--- src/hw/rtl/tdmh_pkg.sv ---
`timescale 1ns / 1ps
// shared types, codes and ordering function of the deadline timer queue
package tdmh_pkg;

    localparam int DL_W        = 63;
    localparam int ID_W        = 62;
    localparam int ORD_W       = 32;
    localparam int PEND_W      = 7;
    localparam int MAX_RESULTS = 64;
    localparam int POP_W       = $clog2(MAX_RESULTS + 1);

    typedef enum logic [1:0] {
        KIND_INSERTED = 2'd0,
        KIND_FULL     = 2'd1,
        KIND_EXPIRED  = 2'd2,
        KIND_NONE     = 2'd3
    } t_kind;

    typedef struct packed {
        logic            action;
        logic [DL_W-1:0] deadline;
        logic [ID_W-1:0] task_id;
        logic [DL_W-1:0] now_time;
    } t_in_item;

    typedef struct packed {
        t_kind             kind;
        logic [ID_W-1:0]   expired_id;
        logic [DL_W-1:0]   expired_deadline;
        logic [PEND_W-1:0] pending;
        logic              last;
    } t_out_item;

    typedef struct packed {
        logic [DL_W-1:0]  deadline;
        logic [ID_W-1:0]  task_id;
        logic [ORD_W-1:0] order;
    } t_entry;

    typedef enum logic [1:0] {
        CELL_HOLD,
        CELL_INSERT,
        CELL_POP
    } t_cell_op;

    typedef struct packed {
        t_cell_op op;
        t_entry   fresh;
    } t_cell_ctl;

    typedef enum logic [1:0] {
        ST_IDLE,
        ST_INSERT,
        ST_TICK
    } t_state;

    // a leaves before b: earlier deadline, ties by wrapping order stamp
    function automatic logic earlier(input t_entry a, input t_entry b);
        logic [ORD_W-1:0] diff;
        diff = a.order - b.order;
        if (a.deadline != b.deadline) begin
            return a.deadline < b.deadline;
        end
        return diff[ORD_W-1];
    endfunction

endpackage

--- src/hw/rtl/tdmh_cell.sv ---
`timescale 1ns / 1ps
// one slot of the sorted timer row: holds an entry, shifts right on insert, left on pop
module tdmh_cell
    import tdmh_pkg::*;
(
    input  logic      i_clk,
    input  t_cell_ctl i_ctl,
    input  logic      i_valid,
    input  t_entry    i_prev,
    input  logic      i_prev_before,
    input  t_entry    i_next,
    output t_entry    o_entry,
    output logic      o_before
);

    t_entry r_entry;
    t_entry n_entry;

    always_comb begin
        // empty slots count as later than anything
        o_before = !i_valid || earlier(i_ctl.fresh, r_entry);
        n_entry  = r_entry;
        unique case (i_ctl.op)
            CELL_HOLD: begin
                n_entry = r_entry;
            end
            CELL_INSERT: begin
                if (o_before) begin
                    n_entry = i_prev_before ? i_prev : i_ctl.fresh;
                end
            end
            CELL_POP: begin
                n_entry = i_next;
            end
            default: begin
                n_entry = r_entry;
            end
        endcase
    end

    always_ff @(posedge i_clk) begin
        r_entry <= n_entry;
    end

    assign o_entry = r_entry;

endmodule

--- config.mk ---
export PLATFORM = sky130hd
export DESIGN_NAME = tdmh_cell
export DESIGN_NICKNAME = d
export VERILOG_FILES = /design/src/hw/rtl/tdmh_pkg.sv /design/src/hw/rtl/tdmh_cell.sv
export SDC_FILE = /design/constraint.sdc
export NUM_CORES = 1
export LEC_CHECK = 0
export BUFFER_PORTS_ARGS = -buffer_cell sky130_fd_sc_hd__buf_2
export CAP_MARGIN = 20
export CORE_AREA = 2 2 243 245
export CTS_BUF_LIST = sky130_fd_sc_hd__clkbuf_2 sky130_fd_sc_hd__clkbuf_4 sky130_fd_sc_hd__clkbuf_8
export DETAILED_ROUTE_END_ITERATION = 8
export DIE_AREA = 0 0 245 247
export PLACE_DENSITY = 0.47
export SETUP_SLACK_MARGIN = 0.5
export SLEW_MARGIN = 30
export SYNTH_ARGS = -nofsm -noshare
export SYNTH_HDL_FRONTEND = slang
export SYNTH_SLANG_ARGS = --single-unit
--- constraint.sdc ---
create_clock -name i_clk -period 32.8 [get_ports i_clk]
set_input_delay 9.84 -clock i_clk [delete_from_list [all_inputs] [get_ports i_clk]]
set_output_delay 9.84 -clock i_clk [all_outputs]
set_load 0.05 [all_outputs]
==> metrics <==
outcome complete, no violations; Setup TNS Final 0 ps; Final Cycle Share 67.6%; LEAKAGE 7.12 nW; Post-CTS Repair Setup Buffers 0; htree depth 4; VDD IR max approximately 0.000027 V; CTS buffer count 17; CP required 22,960 ps; Final min period 22,160 ps; final-layout fill cell count 6,347; Final nets approximately 2,200; NetSw 252 uW; Seq cells post-synth 157; Via density a little over 4; CTS Sinks 157; area leader, netlist edfxtp_1; top cell type's share of synthesized area 45.7%; Hold Crit Class flop to flop; GPL Wtd Cong 0.929; core area 0.0582 mm2; CTS max path bufs 2; fraction of the yosys area taken by sequential cells a little under half; P_int 371 uW; Die H 247 um; Ys Warns 0; synthesized area 0.0103 mm2; CP Class primary input to primary output; First-pass DRT Iterations 5; DR vias roughly 9,900; Top Usage Layer GRT met2; RSZ-0062 raised after global routing false; final wirelength 42,200 um; post-DP HPWL 35,300 um; DRC viols 0; number of port buffers 633; met1 global-route usage 15.1%; die area between 0.06 and 0.07 mm2; Tot Pwr 623 uW; Pwr Density about 42 mW/mm2; final setup vio count 0; Synth cell types 36; Final Hold Viols 0; CP startpoint kind primary input; clock root buffer clkbuf_8; Critical Path Sink Type primary output; vias in the first global route 9,722; syn_nets 1,597; Worst Slack Setup Final approximately 11,000 ps; synth top area cells edfxtp_1 46%, mux2i_1 15%, ha_1 11%; total grt overflow 0; Achievable Freq approximately 45 MHz; row count 89; Arr. time, crit path 12,320 ps; Initial Util approximately 18%; worst-skew pair later-pin latency 550 ps; Post-CTS Hold Fix Bufs 0; Crit Path Max Fanout 2; first-pass GRT wire length 59,800 um; max reg flops approximately 160; Max-cap violations 0; switching share of power 40.5%; Clock Skew 30.1 ps; gr usage total 13.5%; Synth-to-Final Area Change 42.3%; Max Slew Vio Count 0; WL/cell 17.4 um; clock network fraction of total power 23.0%; CTS tree built; area occupied by multi-input gates between 0.005 and 0.006 mm2; Avg Cell Area, Syn 10.0 um2; Initial DRC Count 353; Post-CTS Resized 0; M2 GR Usage roughly a quarter; Gate power share 35.4%; Post-DRT Antenna Nets 0; initial antenna violation count 4; dpl ws 10,420 ps; Final Util 25.2%; share of cells above drive strength 1 41.2%; Ports roughly 630; DIE WIDTH 245 um; CTS clk-pin slew, worst paths 90 ps; register area 0.00471 mm2; largest net degree at the start of global routing 210; max_slew headroom 36.9%; cells after synthesis between 1,000 and 1,500; M3 GR Usage 4.24%; Reg power frac a little over two fifths; Worst Tran Pin Value between 900 and 1000 ps
-- metrics by stage --
step / cell area, um2 / hold slack [ps] / instances
after floorplan: 10300 / 4620 / 1028
after global placement: 14300 / 1410 / 2388
after detailed placement: 14300 / 1430 / 2388
after CTS: 14700 / 1440 / 2420
after global routing: 14700 / 1500 / 2420
final: 14700 / 1360 / 2421
-- cells in the final DEF, fill, tap and decap left out, types with 12 or more instances in the layout --
master	instances
mux2i_1	157
a21oi_1	34
nand2_1	185
nand4_1	12
buf_2	632
ha_1	93
edfxtp_1	157
o21ai_0	171
inv_1	95
nor2_1	15
clkbuf_8	17
-- power groups by stage --
stage,registers (mW),clock network (mW),logic (mW)
floorplan,0.340,0,0.0672
global placement,0.263,0,0.224
detailed placement,0.264,0,0.225
CTS,0.259,0.155,0.225
global route,0.261,0.160,0.240
finish,0.259,0.144,0.221
-- critical path: stages --
cell	delay [ps]
buf_2	120
ha_1	310
a21oi_1	150
nor2_1	60
a211oi_1	390
o2111ai_1	290
a222oi_1	630
nand2_1	110
nand3_1	120
buf_2	300
-- final cells by class --
class	count	share of cell area, %
multi-input cells	723	34.3
flip-flops and latches	157	32.1
repair buffers	640	22.1
well taps	773	6.59
inverters	95	2.43
clock buffers	17	1.59
clock inverters	15	0.844
diodes	1	0.0171
-- path summary, 6_finish.rpt --
check / from / to / slack (ps) / depth (start not counted)
max: i_ctl[102] / o_before / 10640 / 10
min: o_entry[31] / o_entry[148] / 1360 / 5
max reg2reg: o_entry[102] / o_entry[40] / 28450 / 11
min reg2reg: o_entry[31] / o_entry[148] / 1360 / 5
-- cell usage after synthesis (all sizes together) --
| cell | count |
|---|---|
| edfxtp | 157 |
| nand2b | 3 |
| clkbuf | 26 |
| inv | 95 |
| nand4 | 15 |
| a221oi | 1 |
| xor2 | 1 |
| o31ai | 1 |
| mux2 | 1 |
| nor4 | 3 |
| o211ai | 2 |
| a211oi | 6 |
| a21o | 9 |
| a22oi | 1 |
| a311oi | 2 |
| nor2b | 4 |
| o2111ai | 1 |
| a2111oi | 1 |
| ha | 93 |
| nand3b | 1 |
| mux2i | 157 |
| nor3 | 5 |
| o21ai | 174 |
| a31oi | 1 |
| buf | 27 |
| nor2 | 15 |
| nand3 | 5 |
| nand2 | 186 |
| a21oi | 34 |
| a222oi | 1 |
-- metal layers --
metal / up-vias / part of all wire (%)
met5: - / 0.066
met4: 4 / 1.6
met3: 45 / 7.8
met2: 427 / 51
met1: 4488 / 39
li1: 4893 / -
-- logic make-up (layout without fill, tap and decap cells) --
family	Yosys count	in the layout	share of synthesized area [%]
adders and majority gates	93	93	11.3
muxes	158	158	15.4
buffers and inverters	148	767	5.70
xor gates and xnor gates	1	1	0.0850
AOI/OAI and AO/OA	234	234	12.1
other	0	1	0
DFF	157	157	45.7
and+or+nand+nor	237	237	9.79
(Power assumes the default switching activity.)
